[config.mk]
export PLATFORM = sky130hd
export DESIGN_NAME = stack_with_remove_by_key_flat
export DESIGN_NICKNAME = d
export VERILOG_FILES = /design/src/rtl/swrk_pkg.sv /design/src/rtl/swrk_if.sv /design/src/rtl/swrk_cell.sv /design/src/rtl/stack_with_remove_by_key.sv /design/src/flat_wrapper.sv
export SDC_FILE = /design/constraint.sdc
export NUM_CORES = 1
export LEC_CHECK = 0
export BUFFER_PORTS_ARGS = -buffer_cell sky130_fd_sc_hd__buf_2
export CORE_MARGIN = 2
export CORE_UTILIZATION = 59
export CTS_BUF_LIST = sky130_fd_sc_hd__clkbuf_4
export CTS_CLUSTER_DIAMETER = 30
export DETAILED_ROUTE_END_ITERATION = 10
export PLACE_DENSITY = 0.86
export SLEW_MARGIN = 30
export SYNTH_ARGS = -nofsm -noshare
export SYNTH_HDL_FRONTEND = slang
export SYNTH_SLANG_ARGS = --single-unit
[constraint.sdc]
create_clock -name clk -period 3.51 [get_ports clk]
set_clock_uncertainty 0.2 [all_clocks]
set_input_delay 0.5265 -clock clk [delete_from_list [all_inputs] [get_ports clk]]
set_output_delay 0.5265 -clock clk [all_outputs]
set_load 0.02 [all_outputs]
[src/rtl/swrk_pkg.sv]
// ----------------------------------------------------------------------------
// Stack with remove by key: package
// Field widths, operation and status codes, controller states, cell control.
// ----------------------------------------------------------------------------
package swrk_pkg;

  localparam int unsigned FUNC_W   = 1;
  localparam int unsigned CAR_ID_W = 16;
  localparam int unsigned STATUS_W = 2;
  localparam int unsigned COUNT_W  = 5;

  localparam logic [FUNC_W-1:0] FUNC_PARK     = 1'b0;
  localparam logic [FUNC_W-1:0] FUNC_RETRIEVE = 1'b1;

  localparam logic [STATUS_W-1:0] ST_DONE    = 2'd0;
  localparam logic [STATUS_W-1:0] ST_FULL    = 2'd1;
  localparam logic [STATUS_W-1:0] ST_MISSING = 2'd2;

  typedef enum logic [1:0] {
    S_IDLE,
    S_SCAN,
    S_FINISH
  } swrk_state_t;

  typedef struct packed {
    logic load;
    logic shift;
  } cell_ctrl_t;

endpackage

[src/rtl/swrk_if.sv]
// ----------------------------------------------------------------------------
// Stack with remove by key: channel interfaces
// Request and response channels with valid/ready handshake.
// ----------------------------------------------------------------------------
interface swrk_req_if
  import swrk_pkg::*;
  ();
  logic                valid;
  logic                ready;
  logic [FUNC_W-1:0]   func;
  logic [CAR_ID_W-1:0] car_id;

  modport source (output valid, output func, output car_id, input ready);
  modport sink   (input valid, input func, input car_id, output ready);
endinterface

interface swrk_rsp_if
  import swrk_pkg::*;
  ();
  logic                valid;
  logic                ready;
  logic [STATUS_W-1:0] status;
  logic [COUNT_W-1:0]  occupancy;
  logic [COUNT_W-1:0]  cars_above;

  modport source (output valid, output status, output occupancy, output cars_above,
                  input ready);
  modport sink   (input valid, input status, input occupancy, input cars_above,
                  output ready);
endinterface

[src/rtl/swrk_cell.sv]
// ----------------------------------------------------------------------------
// Stack with remove by key: lane cell
// One slot of the lane; loads a new identifier or takes its upper neighbor.
// ----------------------------------------------------------------------------
module swrk_cell
  import swrk_pkg::*;
#(
  parameter int ID_BITS = 16
) (
  input  logic               clk,
  input  cell_ctrl_t         ctrl,
  input  logic [ID_BITS-1:0] wr_id,
  input  logic [ID_BITS-1:0] up_id,
  input  logic [ID_BITS-1:0] key,
  output logic [ID_BITS-1:0] slot,
  output logic               hit
);

  always_ff @(posedge clk) begin
    if (ctrl.load) begin
      slot <= wr_id;
    end else if (ctrl.shift) begin
      slot <= up_id;
    end
  end

  assign hit = (slot == key);

endmodule

[src/rtl/stack_with_remove_by_key.sv]
// ----------------------------------------------------------------------------
// Stack with remove by key
// Bounded LIFO lane of identifiers with removal of the topmost matching entry.
//
// Channels: req carries func (park or retrieve) and car_id; rsp returns one
// transaction per request with status, occupancy and cars_above.
// Only the low ID_BITS bits of car_id are stored and compared.
// Once a park is accepted, its result is written from S_FINISH. A retrieve
// first scans the cell chain one slot per cycle from the top down, stopping
// at the first hit or at the bottom slot (no scan on an empty lane).
// Requests are taken one at a time; req is ready again from the edge that
// loads the result into the output register.
// Removal shifts every cell above the hit down by one together, on the edge that writes the result.
// Reset: the lane is empty; slot contents are left as they are.
// Stall: the result holds in the output register while rsp.ready is low; the
// next request is accepted and worked on meanwhile, and waits to write its
// result (and update the lane) until the register is free.
// ----------------------------------------------------------------------------
module stack_with_remove_by_key
  import swrk_pkg::*;
#(
  parameter int DEPTH   = 16,
  parameter int ID_BITS = 16
) (
  input  logic       clk,
  input  logic       rst,
  swrk_req_if.sink   req,
  swrk_rsp_if.source rsp
);

  localparam int CNT_W = $clog2(DEPTH + 1);
  localparam int IDX_W = (DEPTH > 1) ? $clog2(DEPTH) : 1;

  swrk_state_t        state, state_next;
  logic [CNT_W-1:0]   fill, fill_next;
  logic [IDX_W-1:0]   k, k_next;
  logic               found, found_next;
  logic [FUNC_W-1:0]  func_q, func_q_next;
  logic [ID_BITS-1:0] key, key_next;

  logic                rsp_valid, rsp_valid_next;
  logic [STATUS_W-1:0] status_q, status_q_next;
  logic [COUNT_W-1:0]  occ_q, occ_q_next;
  logic [COUNT_W-1:0]  above_q, above_q_next;

  logic [ID_BITS-1:0] slot [DEPTH];
  logic [DEPTH-1:0]   hit;
  cell_ctrl_t         ctrl [DEPTH];

  logic                  fire;
  logic                  full;
  logic [CNT_W-1:0]      fill_m1;
  logic [CNT_W-1:0]      above_cnt;
  logic [ID_BITS+CAR_ID_W-1:0] id_ext;
  logic [CNT_W+COUNT_W-1:0]    occ_ext;
  logic [CNT_W+COUNT_W-1:0]    above_ext;

  assign full      = (fill == CNT_W'(DEPTH));
  assign fill_m1   = fill - 1'b1;
  assign above_cnt = fill_m1 - CNT_W'(k);
  assign id_ext    = {{ID_BITS{1'b0}}, req.car_id};
  assign fire      = (state == S_FINISH) && (!rsp_valid || rsp.ready);

  assign req.ready = (state == S_IDLE) && !rst;

  for (genvar i = 0; i < DEPTH; i++) begin : g_cell
    logic [ID_BITS-1:0] up_id;
    if (i == DEPTH - 1) begin : g_top
      assign up_id = slot[i];
    end else begin : g_mid
      assign up_id = slot[i+1];
    end

    assign ctrl[i].load  = fire && (func_q == FUNC_PARK) && !full && (fill == CNT_W'(i));
    assign ctrl[i].shift = fire && (func_q == FUNC_RETRIEVE) && found &&
                           (IDX_W'(i) >= k);

    swrk_cell #(.ID_BITS(ID_BITS)) u_cell (
      .clk   (clk),
      .ctrl  (ctrl[i]),
      .wr_id (key),
      .up_id (up_id),
      .key   (key),
      .slot  (slot[i]),
      .hit   (hit[i])
    );
  end

  always_ff @(posedge clk) begin
    if (rst) begin
      state     <= S_IDLE;
      fill      <= '0;
      rsp_valid <= 1'b0;
    end else begin
      state     <= state_next;
      fill      <= fill_next;
      rsp_valid <= rsp_valid_next;
    end
    k        <= k_next;
    found    <= found_next;
    func_q   <= func_q_next;
    key      <= key_next;
    status_q <= status_q_next;
    occ_q    <= occ_q_next;
    above_q  <= above_q_next;
  end

  always_comb begin
    state_next     = state;
    fill_next      = fill;
    k_next         = k;
    found_next     = found;
    func_q_next    = func_q;
    key_next       = key;
    rsp_valid_next = rsp_valid && !rsp.ready;
    status_q_next  = status_q;
    occ_q_next     = occ_q;
    above_q_next   = above_q;
    occ_ext        = '0;
    above_ext      = '0;

    case (state)
      S_IDLE: begin
        if (req.valid && req.ready) begin
          func_q_next = req.func;
          key_next    = id_ext[ID_BITS-1:0];
          found_next  = 1'b0;
          k_next      = fill_m1[IDX_W-1:0];
          if (req.func == FUNC_RETRIEVE && fill != '0) begin
            state_next = S_SCAN;
          end else begin
            state_next = S_FINISH;
          end
        end
      end
      S_SCAN: begin
        if (hit[k]) begin
          found_next = 1'b1;
          state_next = S_FINISH;
        end else if (k == '0) begin
          state_next = S_FINISH;
        end else begin
          k_next = k - 1'b1;
        end
      end
      S_FINISH: begin
        if (fire) begin
          rsp_valid_next = 1'b1;
          state_next     = S_IDLE;
          if (func_q == FUNC_PARK) begin
            if (full) begin
              status_q_next = ST_FULL;
            end else begin
              status_q_next = ST_DONE;
              fill_next     = fill + 1'b1;
            end
          end else if (found) begin
            status_q_next = ST_DONE;
            fill_next     = fill_m1;
            above_ext     = {{COUNT_W{1'b0}}, above_cnt};
          end else begin
            status_q_next = ST_MISSING;
          end
          occ_ext      = {{COUNT_W{1'b0}}, fill_next};
          occ_q_next   = occ_ext[COUNT_W-1:0];
          above_q_next = above_ext[COUNT_W-1:0];
        end
      end
      default: begin
        state_next = S_IDLE;
      end
    endcase
  end

  assign rsp.valid      = rsp_valid;
  assign rsp.status     = status_q;
  assign rsp.occupancy  = occ_q;
  assign rsp.cars_above = above_q;

endmodule

[src/flat_wrapper.sv]
// flat-port wrapper written by rule: the top's interface ports become plain ports
module stack_with_remove_by_key_flat import swrk_pkg::*;
#(
  parameter int DEPTH   = 16,
  parameter int ID_BITS = 16
)
  (clk, rst, req_valid, req_func, req_car_id, req_ready, rsp_valid, rsp_status, rsp_occupancy, rsp_cars_above, rsp_ready);
  swrk_req_if req_i ();
  swrk_rsp_if rsp_i ();
  input  logic clk;
  input  logic rst;
  input wire logic [$bits(req_i.valid)-1:0] req_valid;
  input wire logic [$bits(req_i.func)-1:0] req_func;
  input wire logic [$bits(req_i.car_id)-1:0] req_car_id;
  output wire logic [$bits(req_i.ready)-1:0] req_ready;
  output wire logic [$bits(rsp_i.valid)-1:0] rsp_valid;
  output wire logic [$bits(rsp_i.status)-1:0] rsp_status;
  output wire logic [$bits(rsp_i.occupancy)-1:0] rsp_occupancy;
  output wire logic [$bits(rsp_i.cars_above)-1:0] rsp_cars_above;
  input wire logic [$bits(rsp_i.ready)-1:0] rsp_ready;
  assign req_i.valid = req_valid;
  assign req_i.func = req_func;
  assign req_i.car_id = req_car_id;
  assign req_ready = req_i.ready;
  assign rsp_valid = rsp_i.valid;
  assign rsp_status = rsp_i.status;
  assign rsp_occupancy = rsp_i.occupancy;
  assign rsp_cars_above = rsp_i.cars_above;
  assign rsp_i.ready = rsp_ready;
  stack_with_remove_by_key #(.DEPTH(DEPTH), .ID_BITS(ID_BITS)) u_core (.clk(clk), .rst(rst), .req(req_i), .rsp(rsp_i));
endmodule
## Word level (Yosys, flattened, before mapping)

Index checks and enable logic that the tools add are counted.

- Output and inout bits: 14
- Bits in registers: 298
- Bits of input ports: 21
- Logic and storage cells: 211

- Eq/ne operators: 40
- Reductions and logical operators: 71
- $add $sub $neg: 4
- Magnitude comparators: 16
- Bitwise logic cells: 1
- Multiplexer cells: 53

Operator list:

| cell | number |
|---|---|
| $mux 16 | 30 |
| $eq 16x16->1 | 16 |
| $eq 5x4->1 const B | 8 |
| $logic_and 1x1->1 | 40 |
| $reduce_bool 2->1 | 16 |
| $ge 4x4->1 const A | 7 |
| $eq 5x3->1 const B | 4 |
| $ge 3x4->1 const A | 4 |
| $mux 5 | 3 |
| $mux 2 | 7 |
| $mux 4 | 3 |
| $eq 5x2->1 const B | 2 |
| $ge 1x4->1 const A | 2 |
| $ge 2x4->1 const A | 2 |
| $pmux 4 s2 | 1 |
| $mux 1 | 6 |
| $ne 2x2->1 const B | 3 |
| $pmux 2 s3 | 1 |
| $reduce_and 2->1 | 3 |
| $reduce_and 3->1 | 2 |
| $add 5x1->5 const B | 1 |
| $eq 5x1->1 const B | 1 |
| $eq 5x5->1 const B | 1 |
| $logic_not 5->1 | 1 |
| 17 further kinds | 21 |

## Logic depth before layout (Yosys ltp)

Gate-level depths: netlist of run 1.

- Word-level depth: 8
- Gate-level depth with buffers: 11
- Mapped depth without buffers: 9

## By module

A second synthesis of run 1 with hierarchy kept.

- Cell total of the unflattened synthesis: 1,143
- Area, all modules: 17,128.9 um^2

Modules (own cells, without submodules):

| module | seq. area each (um^2) | cells an instance | area an instance (um^2) | instances |
|---|---|---|---|---|
| swrk_cell | 480.5 | 56 | 909.6 | 16 |
| stack_with_remove_by_key | 1,181.1 | 247 | 2,575.0 | 1 |

## Least setup slack after synthesis of run 1

No wires, ideal clock.

- Path type: input port to flip-flop
- Start point: input port rsp_ready
- End point: register u_core.g_cell[0].u_cell.slot[0], enable pin
- Data arrival time: 2,877 ps
- Slack: 22 ps
- Stages on the path: 8
- Library setup time: 411 ps
- Data required time: 2,899 ps
- Buffers on the path: 1
- Cells stage by stage: nand2b_1 nand2b_1 buf_2 inv_1 nand3_1 nor2_1 nand2_1 o21ai_0

- Word-level cells in the longest chain between the ends: 6
- Elaborated cells between the ends (all ways): 9
- Those cells by class: reduce/logical: 9

RTL lines:

| element | line | text |
|---|---|---|
| start, declared | flat_wrapper.sv:20 | `input wire logic [$bits(rsp_i.ready)-1:0] rsp_ready;` |
| $logic_or 1x1->1 * | stack_with_remove_by_key.sv:62 | `assign fire = (state == S_FINISH) && (!rsp_valid \|\| rsp.ready);` |
| $logic_and 1x1->1 * | stack_with_remove_by_key.sv:62 |  |
| $logic_and 1x1->1 (on tied branches) (3 in a row) | stack_with_remove_by_key.sv:75, stack_with_remove_by_key.sv:74 |  |
| $reduce_bool 2->1 (no source line) * | - |  |
| end signal, assigned | swrk_cell.sv:21 | `slot <= wr_id;` |
| end signal, assigned | swrk_cell.sv:23 | `slot <= up_id;` |
| end, declared | swrk_cell.sv:15 | `output logic [ID_BITS-1:0] slot,` |

Every way passes the cells marked *; elsewhere a longest branch is shown, timed or not.
A chain may end at the register's enable or synchronous reset.

## Worst setup path after layout of run 1

- Start point: register u_core.key[15]
- End point: register u_core.k[3], enable pin

- Word-level cells in the longest chain between the ends: 5
- Elaborated cells between the ends (all ways): 20
- Those cells by class: eq/ne: 17; mux: 2; reduce/logical: 1

RTL lines:

| element | line | text |
|---|---|---|
| start, declared | stack_with_remove_by_key.sv:39 | `logic [ID_BITS-1:0] key, key_next;` |
| start signal, assigned | stack_with_remove_by_key.sv:102 | `key <= key_next;` |
| $eq 16x16->1 | swrk_cell.sv:27 | `assign hit = (slot == key);` |
| $bmux 1 s4 * | stack_with_remove_by_key.sv:137 | `if (hit[k]) begin` |
| $mux 1 (not written as such) * | stack_with_remove_by_key.sv:137 |  |
| $ne 2x2->1 (no source line) * | - |  |
| $reduce_and 4->1 (no source line) * | - |  |
| end signal, assigned | stack_with_remove_by_key.sv:99 | `k <= k_next;` |
| end, declared | stack_with_remove_by_key.sv:36 | `logic [IDX_W-1:0] k, k_next;` |

Every way passes the cells marked *; elsewhere a longest branch is shown, timed or not. The select of a mux whose other input is x is not followed.

==> impl_results.md, run 1 <==
* Peak VDD IR at 0.380 mV
* Netlist cell types at 49
* Cells after Synth at 1166
* Grt total ovfl at 0
* HPWL Detailed at 24200 um
* CTS resizes at 0
* Ys Warns at 0
* TNS Setup at 0 ns
* Initial antenna violation count at 1
* Root buf cell: clkbuf_4
* Initial core utilization at 0.599
* DIE HEIGHT at 169 um
* Register bit total from synthesis at 298
* Slew @ Worst Pin at 0.677 ns
* FP Rows at 60
* Clk_lat worst skew at 0.70 ns
* Setup crit end kind: register
* Sequential fraction of the synthesis area at 0.551
* RR Startpoint: u_core.key[15]
* Avg Vias per Cell at 6.07
* Hold WC Path Type: in -> reg
* CP Max Fanout at 32
* Crit path cell chain: buf_4 > xor2_1 > nor4_1 > nand3_1 > nor4_1 > or4_1 > o21ai_0 > a21oi_2 > o31ai_1
* Period utilization at 0.918
* I/O Pins at 35
* Cell taking the most area after synthesis: edfxtp_1
* Post-synth top area share at 0.541
* LEAKAGE at 6.23 nW
* RSZ-0062 raised after global routing: no
* GR Util All Layers at 0.270
* Final Max Tran Viols at 0
* PwrDens at 474 nW/um^2
* Share of layout cells above drive strength 1 at 0.354
* Setup crit start kind: register
* Filler instances at 1856
* Count leader, synth: edfxtp_1
* Fmax at 310 MHz
* Syn-to-layout area delta at 11.2%
* Crit path time final at 3.22 ns
* Layout Nets at 1299
* Residual DRC count at 0
* Clk buf depth at 3
* Reg area at 8870 um^2
* Pin count of the biggest net entering global routing at 33
* Synth area leaders: edfxtp_1 54%, mux2_2 17%, xor2_1 10%
* Vias in the first global route at 10600
* Async SR Flop Fraction at 0
* Core Util, Final at 0.665
* Total CTS buffers at 80
* DRT Pass-1 Iters at 5
* Status: finished clean
* Htree depth at 3
* Final setup vio count at 0
* Crit path largest cell delay at 0.58 ns
* Signal arrival time at the worst endpoint at 3.36 ns
* Chip Width at 169 um
* Drt wl/cell at 22.7 um
* Multi-input gate area at 6610 um^2
* Max Cap Viol at 0
* Post-DP Area at 16700 um^2
* Die ar. at 28600 um^2
* Final WL at 37700 um
* PortBufs at 34
* CTS tree: built
* Area of the mapped netlist at 16100 um^2
* Starting DRT DRC Count at 784
* Syn Area/Cell at 13.8 um^2
* Worst-path clk slew at 0.07 ns
* Most used cell, CP: nor4_1
* Clk sink count at 298
* Hold wc startpoint: req_car_id[7]
* Antenna Nets Post-Route at 0
* Syn nets at 1202
* Headroom to the max-slew limit at 0.543
* Vias at 10100
* Core Region at 26900 um^2
* Critical path's slowest cell: o31ai_1
* Hold Vio Cnt, Final at 0
* Commonest cells post-synth: 290 x edfxtp_1, 240 x mux2_2, 185 x xor2_1, 80 x xnor2_1, 42 x nor4_1
* Crit Path Category: reg -> reg
* Final Cell Area at 17900 um^2
* First-pass GRT wire length at 59200 um
* Leading register cell type out of synthesis: edfxtp_1
* Number of synthesized flops with an enable pin at 290
* Final GP Congestion at 0.919
* CP Launch Point: u_core.key[15]
* WP data required at 3.65 ns
-- layout make-up --
class,count,area share
well taps,341,0.0239
clock inverters,23,0.00693
inverters,15,0.00315
diodes,1,0.000140
repair buffers,108,0.0525
flip-flops and latches,298,0.496
multi-input cells,760,0.370
clock buffers,114,0.0479
-- routing by layer --
metal | routed length [um] | track usage | part of all wire
met1 | 14500 | 0.328 | 0.38
met2 | 19500 | 0.474 | 0.52
met3 | 2630 | 0.0592 | 0.070
met4 | 1080 | 0.0959 | 0.029
met5 | 0 | 0 | 0
-- final timing paths --
| path | slack (ns) | cells past startpoint | endpoint |
|---|---|---|---|
| min | 0.34 | 2 | u_core.key[7] |
| min reg2reg | 0.38 | 2 | u_core.fill[1] |
| max | 0.29 | 9 | u_core.k[3] |
| max reg2reg | 0.29 | 9 | u_core.k[3] |
-- where the power goes --
group          switching [W]  internal [W]
combinational       0.000785      0.000492
sequential          0.000123       0.00407
clock                0.00145       0.00157
total                0.00236       0.00613
-- layout by cell type, fill, tap and decap left out, types with 15 or more instances in the layout --
cell type      synthesis  routed
buf_2                 33      34
buf_4                  4      41
clkbuf_4               0     114
clkinv_1               0      15
dlygate4sd3_1          0      20
edfxtp_1             290     290
inv_1                 15      15
mux2_2               240     240
nand2_1               30      30
nand3_1               15      15
nand4_1               25      25
nor2_1                23      23
nor3_1                19      19
nor4_1                42      42
xnor2_1               80      80
xor2_1               185     185
-- what timing repair did --
action / in CTS / in global routing
setup buffers: 0 / 2
hold buffers: 20 / 0
endpoints found under the hold margin: 23 / 0
setup endpoints to repair: 0 / 4
-- cell families after synthesis --
family                   share of synthesized area
buffers and inverters                       0.0379
adder cells (fa/ha/maj)                     0.0121
AO/OA/AOI/OAI                               0.0232
AND/OR/NAND/NOR                             0.0634
flip-flops                                   0.551
multiplexers                                 0.168
XOR/XNOR                                     0.144
-- worst max-delay path: cells and delay by family (launching register included) --
family,cells,cell delay [ns]
xor+xnor,1,0.25
flops,1,0.32
simple gates,4,0.65
compound gates,3,1.00
buf+inv,1,0.43
-- per-stage QoR --
step	worst slack (ns)	cells	hold slack, ns	power, W
after floorplan	0.0222	1166	0.221	0.00513
after global placement	0.262	1500	0.351	0.00546
after detailed placement	0.218	1500	0.354	0.00549
after CTS	0.159	1657	0.277	0.00851
after global routing	0.137	1660	0.263	0.00883
final	0.289	1660	0.343	0.00848
-- registers in the layout, summed over array words and instances, names as in the netlist, 2 cells and up --
register	flops
u_core.g_cell.u_cell.slot	256
u_core.key	16
u_core.fill	5
u_core.rsp.cars_above	5
u_core.rsp.occupancy	5
u_core.k	4
u_core.rsp.status	2
u_core.state	2
Note: power is estimated with default switching activity, not from simulation.
==> run 2: changes to the inputs <==
--- a/config.mk
+++ b/config.mk
@@ -7,11 +7,12 @@
 export LEC_CHECK = 0
 export BUFFER_PORTS_ARGS = -buffer_cell sky130_fd_sc_hd__buf_2
 export CORE_MARGIN = 2
-export CORE_UTILIZATION = 59
+export CORE_UTILIZATION = 50
 export CTS_BUF_LIST = sky130_fd_sc_hd__clkbuf_4
 export CTS_CLUSTER_DIAMETER = 30
 export DETAILED_ROUTE_END_ITERATION = 10
-export PLACE_DENSITY = 0.86
+export PLACE_DENSITY = 0.75
+export RECOVER_POWER = 50
 export SLEW_MARGIN = 30
 export SYNTH_ARGS = -nofsm -noshare
 export SYNTH_HDL_FRONTEND = slang
==> impl_results.md, run 2 (synthesis results as in run 1) <==
* Core Region at 31600 um^2 (+18%)
* Peak VDD IR at 0.316 mV (-17%)
* Slew @ Worst Pin at 1.19 ns (+0.511 ns)
* Crit path depth at 9 (unchanged)
* Worst hold path cell count at 2 (unchanged)
* Cells on worst reg2reg path at 9 (unchanged)
* Total CTS buffers at 86 (+7.5%)
* Syn-to-layout area delta at 11.6%
* FP Rows at 65 (+8.3%)
* Met3 GRT Util at 0.0451 (-0.0142)
* M2 GR Usage at 0.400 (-0.0745)
* PwrDens at 485 nW/um^2 (+2.1%)
* Vias at 9772 (-3.0%)
* Part of the power in the clock network at 0.378 (+0.023)
* Layout Nets at 1303 (+0.31%)
* PortBufs at 34 (unchanged)
* RR Startpoint: u_core.key[11]
* Most used cell, CP: nor3_1
* Hold Vio Cnt, Final at 0 (unchanged)
* Starting DRT DRC Count at 704 (-10%)
* DRT Pass-1 Iters at 5 (unchanged)
* Vias in the first global route at 10400 (-2.3%)
* Final setup vio count at 0 (unchanged)
* Crit path time final at 3.24 ns (+0.0142 ns)
* Setup Buffers After CTS at 0 (unchanged)
* Most common cell after layout, fill and taps aside: edfxtp_1
* Htree depth at 3 (unchanged)
* LEAKAGE at 6.19 nW (-0.57%)
* First-pass GRT wire length at 58100 um (-1.8%)
* GR Util All Layers at 0.225 (-0.0442)
* Share of layout cells above drive strength 1 at 0.338 (-0.0152)
* Switch share at 0.272 (-0.00601)
* Signal arrival time at the worst endpoint at 3.36 ns (about the same)
* Status: finished clean
* PnR Total Power at 0.00870 W (+2.6%)
* WHS Endpoint: u_core.key[6]
* RSZ-0062 raised after global routing: no
* WP data required at 3.64 ns (about the same)
* Period utilization at 0.922 (+0.00406)
* Crit Path Category: reg -> reg
* CTS tree: built
* Biggest regs: u_core.g_cell.u_cell.slot (256), u_core.key (16)
* Drt wl/cell at 21.3 um (-6.4%)
* Crit path cell chain: buf_4 > xor2_1 > nor3_1 > nand4_1 > nor3_1 > or4_1 > o21ai_0 > a21oi_2 > o31ai_1
* CP Max Fanout at 32 (unchanged)
* Psw at 0.00237 W (+0.34%)
* Die ar. at 33600 um^2 (+18%)
* Hold wc startpoint: req_car_id[6]
* Hold WC Path Type: in -> reg
* CTS resizes at 0 (unchanged)
* Final WL at 36800 um (-2.5%)
* Critical path's slowest cell: o31ai_1
* Pin count of the biggest net entering global routing at 33 (unchanged)
* Clk sink count at 298 (unchanged)
* Worst path top cell family by delay: compound AO/OA/AOI/OAI gates
* Clk_lat worst skew at 0.71 ns (about the same)
* Gate power share at 0.141 (-0.009)
* Antenna Nets Post-Route at 0 (unchanged)
* I/O Pins at 35 (unchanged)
* Crit path largest cell delay at 0.60 ns (+0.02 ns)
* Avg Vias per Cell at 5.65 (-6.9%)
* Commonest non-fill, non-tap cells in the layout: 290 x edfxtp_1, 240 x mux2_2, 185 x xor2_1
* Clk buf depth at 3 (unchanged)
* Sequential Power Share at 0.481 (-0.013)
* Setup crit start kind: register
* Final Cell Area at 18000 um^2 (+0.42%)
* Fmax at 309 MHz (-0.44%)
* TNS Setup at 0 ns (unchanged)
* DIE HEIGHT at 183 um (+8.4%)
* Buffers & Inverters on Critical Path at 1 (unchanged)
* Grt total ovfl at 0 (unchanged)
* Headroom to the max-slew limit at 0.208 (-0.335)
* Final Max Tran Viols at 0 (unchanged)
* R2R setup slack at 0.27 ns (about the same)
* Root buf cell: clkbuf_4
* HPWL Detailed at 23900 um (-1.3%)
* Chip Width at 183 um (+8.4%)
* Final GP Congestion at 0.875 (-4.9%)
* Max reg flops at 256 (unchanged)
* Int Pwr at 0.00634 W (+3.4%)
* Max Cap Viol at 0 (unchanged)
* Worst-path clk slew at 0.06 ns (about the same)
* Filler instances at 2523 (+36%)
* M1 GR Usage at 0.269 (-0.0590)
* GR peak layer: met2
* Residual DRC count at 0 (unchanged)
* Top reg by flops: u_core.g_cell.u_cell.slot
* Initial core utilization at 0.509 (-0.0901)
* Setup crit end kind: register
* Post-DP Area at 16700 um^2 (+0.46%)
* Initial antenna violation count at 1 (unchanged)
* Reg2reg end: u_core.k[1]
==> run 2: final cells by class <==
type	instances	area [um^2]	area share
well taps	402	503	0.0280
flip-flops and latches	298	8870	0.494
repair buffers	106	837	0.0466
clock inverters	29	203	0.0113
inverters	15	56.3	0.00314
clock buffers	119	893	0.0497
diodes	1	2.50	0.000139
multi-input cells	760	6600	0.367
==> run 2: timing repair <==
item / CTS / global route
endpoints found under the setup margin: 0 / 0
hold endpoints to repair: 23 / 0
hold buffers: 20 / 0
==> run 2: layer usage <==
metal / up-vias / part of all wire / routed length, um
met2: 295 / 0.52 / 19200
met5: - / 0 / 0
met1: 4897 / 0.40 / 14800
met3: 80 / 0.045 / 1670
met4: 0 / 0.031 / 1130
li1: 4500 / - / -
==> run 2: stage by stage <==
step                hold WS, ns  instances  setup WS, ns   util
floorplan                 0.221       1166        0.0222      -
global placement          0.351       1561         0.396  0.529
detailed placement        0.351       1561         0.324  0.529
CTS                       0.273       1729         0.306  0.570
global route              0.250       1730         0.110  0.568
finish                    0.325       1730         0.274  0.568
==> run 2: worst max-delay path by stage <==
stage,from,end,slack [ns]
detailed placement,u_core.key[3],u_core.k[1],0.32
global placement,u_core.key[3],u_core.k[2],0.40
floorplan,rsp_ready,u_core.g_cell[0].u_cell.slot[0],0.02
finish,u_core.key[11],u_core.k[1],0.27
global route,u_core.key[11],u_core.k[1],0.11
CTS,u_core.key[3],u_core.k[0],0.31
==> run 2: power by group through the flow <==
stage	combinational, W	sequential, W	clock (W)
6_report	0.00123	0.00419	0.00329
5_1_grt	0.00134	0.00420	0.00355
4_1_cts	0.00125	0.00419	0.00336
3_5_place_dp	0.00122	0.00426	0
3_3_place_gp	0.00121	0.00426	0
2_1_floorplan	0.000885	0.00424	0
==> run 3: changes to the inputs <==
--- a/config.mk
+++ b/config.mk
@@ -5,6 +5,7 @@
 export SDC_FILE = /design/constraint.sdc
 export NUM_CORES = 1
 export LEC_CHECK = 0
+export ABC_AREA = 1
 export BUFFER_PORTS_ARGS = -buffer_cell sky130_fd_sc_hd__buf_2
 export CORE_MARGIN = 2
 export CORE_UTILIZATION = 50
==> impl_results.md, run 3 <==
* Critical path's slowest cell: inv_1
* I/O Pins at 35 (unchanged)
* Int Pwr at 0.00712 W (+12%)
* Hold WC Path Type: in -> reg
* Peak VDD IR at 0.612 mV (+94%)
* Final WL at 50800 um (+38%)
* Layout Nets at 2186 (+68%)
* Final GP Congestion at 0.976 (+12%)
* Sequential fraction of the synthesis area at 0.513 (-0.0383)
* Antenna Nets Post-Route at 0 (unchanged)
* Share of layout cells above drive strength 1 at 0.127 (-0.211)
* Biggest regs: u_core.g_cell.u_cell.slot (256), u_core.key (16)
* Part of the power in the clock network at 0.289 (-0.089)
* Most used cell, CP: nand2_1
* Commonest non-fill, non-tap cells in the layout: 766 x nand2_1, 290 x edfxtp_1, 245 x o21ai_0
* CTS tree: built
* Initial antenna violation count at 2 (+1)
* Core Util, Final at 0.553 (-0.0148)
* Syn-to-layout area delta at 9.65%
* Most common cell after layout, fill and taps aside: nand2_1
* Final setup vio count at 0 (unchanged)
* Crit path time final at 3.21 ns (-0.0257 ns)
* PwrDens at 592 nW/um^2 (+22%)
* Commonest cells post-synth: 761 x nand2_1, 290 x edfxtp_1, 230 x o21ai_0, 184 x inv_1, 171 x nor2_1
* Crit path largest cell delay at 0.66 ns (+0.06 ns)
* Cell taking the most area after synthesis: edfxtp_1
* Netlist cell types at 43 (-12%)
* Sequential Power Share at 0.428 (-0.053)
* Ys Warns at 0 (unchanged)
* Fmax at 312 MHz (+0.80%)
* Period utilization at 0.914 (-0.00731)
* Grt total ovfl at 0 (unchanged)
* Residual DRC count at 0 (unchanged)
* DIE HEIGHT at 190 um (+3.6%)
* Crit Path Category: reg -> reg
* Signal arrival time at the worst endpoint at 3.44 ns (+0.08 ns)
* Core Region at 34300 um^2 (+8.4%)
* Synth area leaders: edfxtp_1 50%, nand2_1 17%, o21ai_0 6.7%
* Slew @ Worst Pin at 1.32 ns (+0.130 ns)
* Clk sink count at 298 (unchanged)
* Setup crit start kind: register
* First-pass GRT wire length at 78300 um (+35%)
* Area of the mapped netlist at 17300 um^2 (+7.5%)
* M1 WL at 19900 um (+34%)
* Worst-path clk slew at 0.06 ns (about the same)
* Vias in the first global route at 14100 (+36%)
* Switch share at 0.365 (+0.0935)
* Root buf cell: clkbuf_4
* PortBufs at 34 (unchanged)
* RSZ-0062 raised after global routing: no
* Die ar. at 36100 um^2 (+7.3%)
* Drt wl/cell at 19.1 um (-10%)
* Max Cap Viol at 0 (unchanged)
* Setup crit end kind: register
* Pin count of the biggest net entering global routing at 34 (+3.0%)
* DRT Pass-1 Iters at 5 (unchanged)
* Final Max Tran Viols at 0 (unchanged)
* Clk buf depth at 3 (unchanged)
* Psw at 0.00410 W (+73%)
* Clk_lat worst skew at 0.78 ns (+0.07 ns)
* Headroom to the max-slew limit at 0.121 (-0.0870)
* TNS Setup at 0 ns (unchanged)
* GR Util All Layers at 0.288 (+0.0628)
* Async SR Flop Fraction at 0 (unchanged)
* Cells after Synth at 2058 (+77%)
* FP Rows at 68 (+4.6%)
* Hold Vio Cnt, Final at 0 (unchanged)
* Initial core utilization at 0.504 (-0.00433)
* Max Used Layer: met4
* Syn Area/Cell at 8.40 um^2 (-39%)
* Post-synth top area share at 0.504 (-0.0376)
* Chip Width at 190 um (+3.6%)
* Htree depth at 3 (unchanged)
* Gate power share at 0.283 (+0.142)
* WL met3 at 5590 um (+230%)
* Register bit total from synthesis at 298 (unchanged)
* LEAKAGE at 8.56 nW (+38%)
* Total CTS buffers at 85 (-1.2%)
* Count leader, synth: nand2_1
* Syn nets at 2094 (+74%)
* Status: finished clean
* HPWL Detailed at 32800 um (+37%)
* Vias at 14600 (+50%)
* Met2 Wirelength at 22400 um (+17%)
* Top reg by flops: u_core.g_cell.u_cell.slot
* Leading register cell type out of synthesis: edfxtp_1
* WP data required at 3.74 ns (+0.10 ns)
* Number of synthesized flops with an enable pin at 290 (unchanged)
* Avg Vias per Cell at 5.50 (-2.6%)
* Starting DRT DRC Count at 1990 (+180%)
* Crit path cell chain: inv_1 > buf_4 > nand2_1 > nand2_1 > nor2_1 > nand2_1 > nor2_1 > nand3_1 > nand3_1 > nand2_1 > nand2_1 > nand2_1 > inv_1 > nand2_1 > nand2_1 > a21oi_1
* Max reg flops at 256 (unchanged)
* CP Max Fanout at 18 (-44%)
## run 3: cell count changes in the layout (fill, tap and decap cells not counted), sizes merged, moves of 9 or more
cell	change
o21ai	+289
inv	+184
nor4	-44
nand3	+20
nor2	+146
nand4	-20
xor2	-107
a21o	-12
mux2	-240
nand2	+744
clkbuf	-9
nor3	-10
buf	+17
xnor2	-69
## run 3: power groups by stage
stage	Sequential (W)	Combinational (W)	Clock, W
finish	0.00481	0.00318	0.00324
global route	0.00484	0.00349	0.00348
CTS	0.00479	0.00323	0.00328
detailed placement	0.00485	0.00319	0
global placement	0.00485	0.00312	0
floorplan	0.00482	0.00212	0
## run 3: per-layer routing
layer	up-vias	GRT usage
met4	0	0.170
met3	198	0.0655
met2	854	0.438
met1	6725	0.379
li1	6861	-
met5	-	0
## run 3: area by class of cell
class,instances,area [um^2]
antenna,2,5.00
sequential,298,8870
fill,3054,15300
tap,455,569
inverter,201,776
multi-input combinational,1444,6800
clock buffer,113,848
clock inverter,28,205
timing repair buffer,120,881
## run 3: critical path: cells and delay by family, from the launching register on
kind                   cells  cell delay [ns]
buffers and inverters      3             1.02
AND/OR/NAND/NOR           12             0.94
flip-flops                 1             0.38
AO/OA/AOI/OAI              1             0.33
## run 3: kinds of logic (layout without fill, tap and decap cells)
logic type	Yosys count	after routing	share of synthesized area
AND/OR/NAND/NOR	1011	1011	0.236
buffers and inverters	316	462	0.0871
AO/OA/AOI/OAI	329	329	0.108
flip-flops	298	298	0.513
XOR/XNOR	89	89	0.0451
adder cells (fa/ha/maj)	15	15	0.0113
other	0	2	0
## run 3: worst paths after layout
check | start | slack, ns | cells past startpoint | to
max | u_core.key[3] | 0.30 | 16 | u_core.k[0]
min | req_valid | 0.13 | 7 | u_core.state[0]
max reg2reg | u_core.key[3] | 0.30 | 16 | u_core.k[0]
min reg2reg | u_core.g_cell[4].u_cell.slot[5] | 0.37 | 2 | u_core.g_cell[3].u_cell.slot[5]
## run 3: through the flow
stage | hold WS [ns] | power (W) | cells | area [um^2] | setup slack, ns
3_3_place_gp | 0.295 | 0.00797 | 2498 | 17900 | 0.595
3_5_place_dp | 0.302 | 0.00804 | 2498 | 17900 | 0.540
4_1_cts | 0.114 | 0.0113 | 2659 | 19100 | 0.522
2_1_floorplan | 0.221 | 0.00694 | 2058 | 17300 | 0.614
6_report | 0.130 | 0.0112 | 2661 | 19000 | 0.300
5_1_grt | 0.165 | 0.0118 | 2661 | 19000 | 0.165
## run 3: what timing repair did
action / 4_1_cts / 5_1_grt
hold buffers: 20 / 0
hold endpoints to repair: 25 / 0
gates resized for setup: 0 / 0
setup buffers: 0 / 0
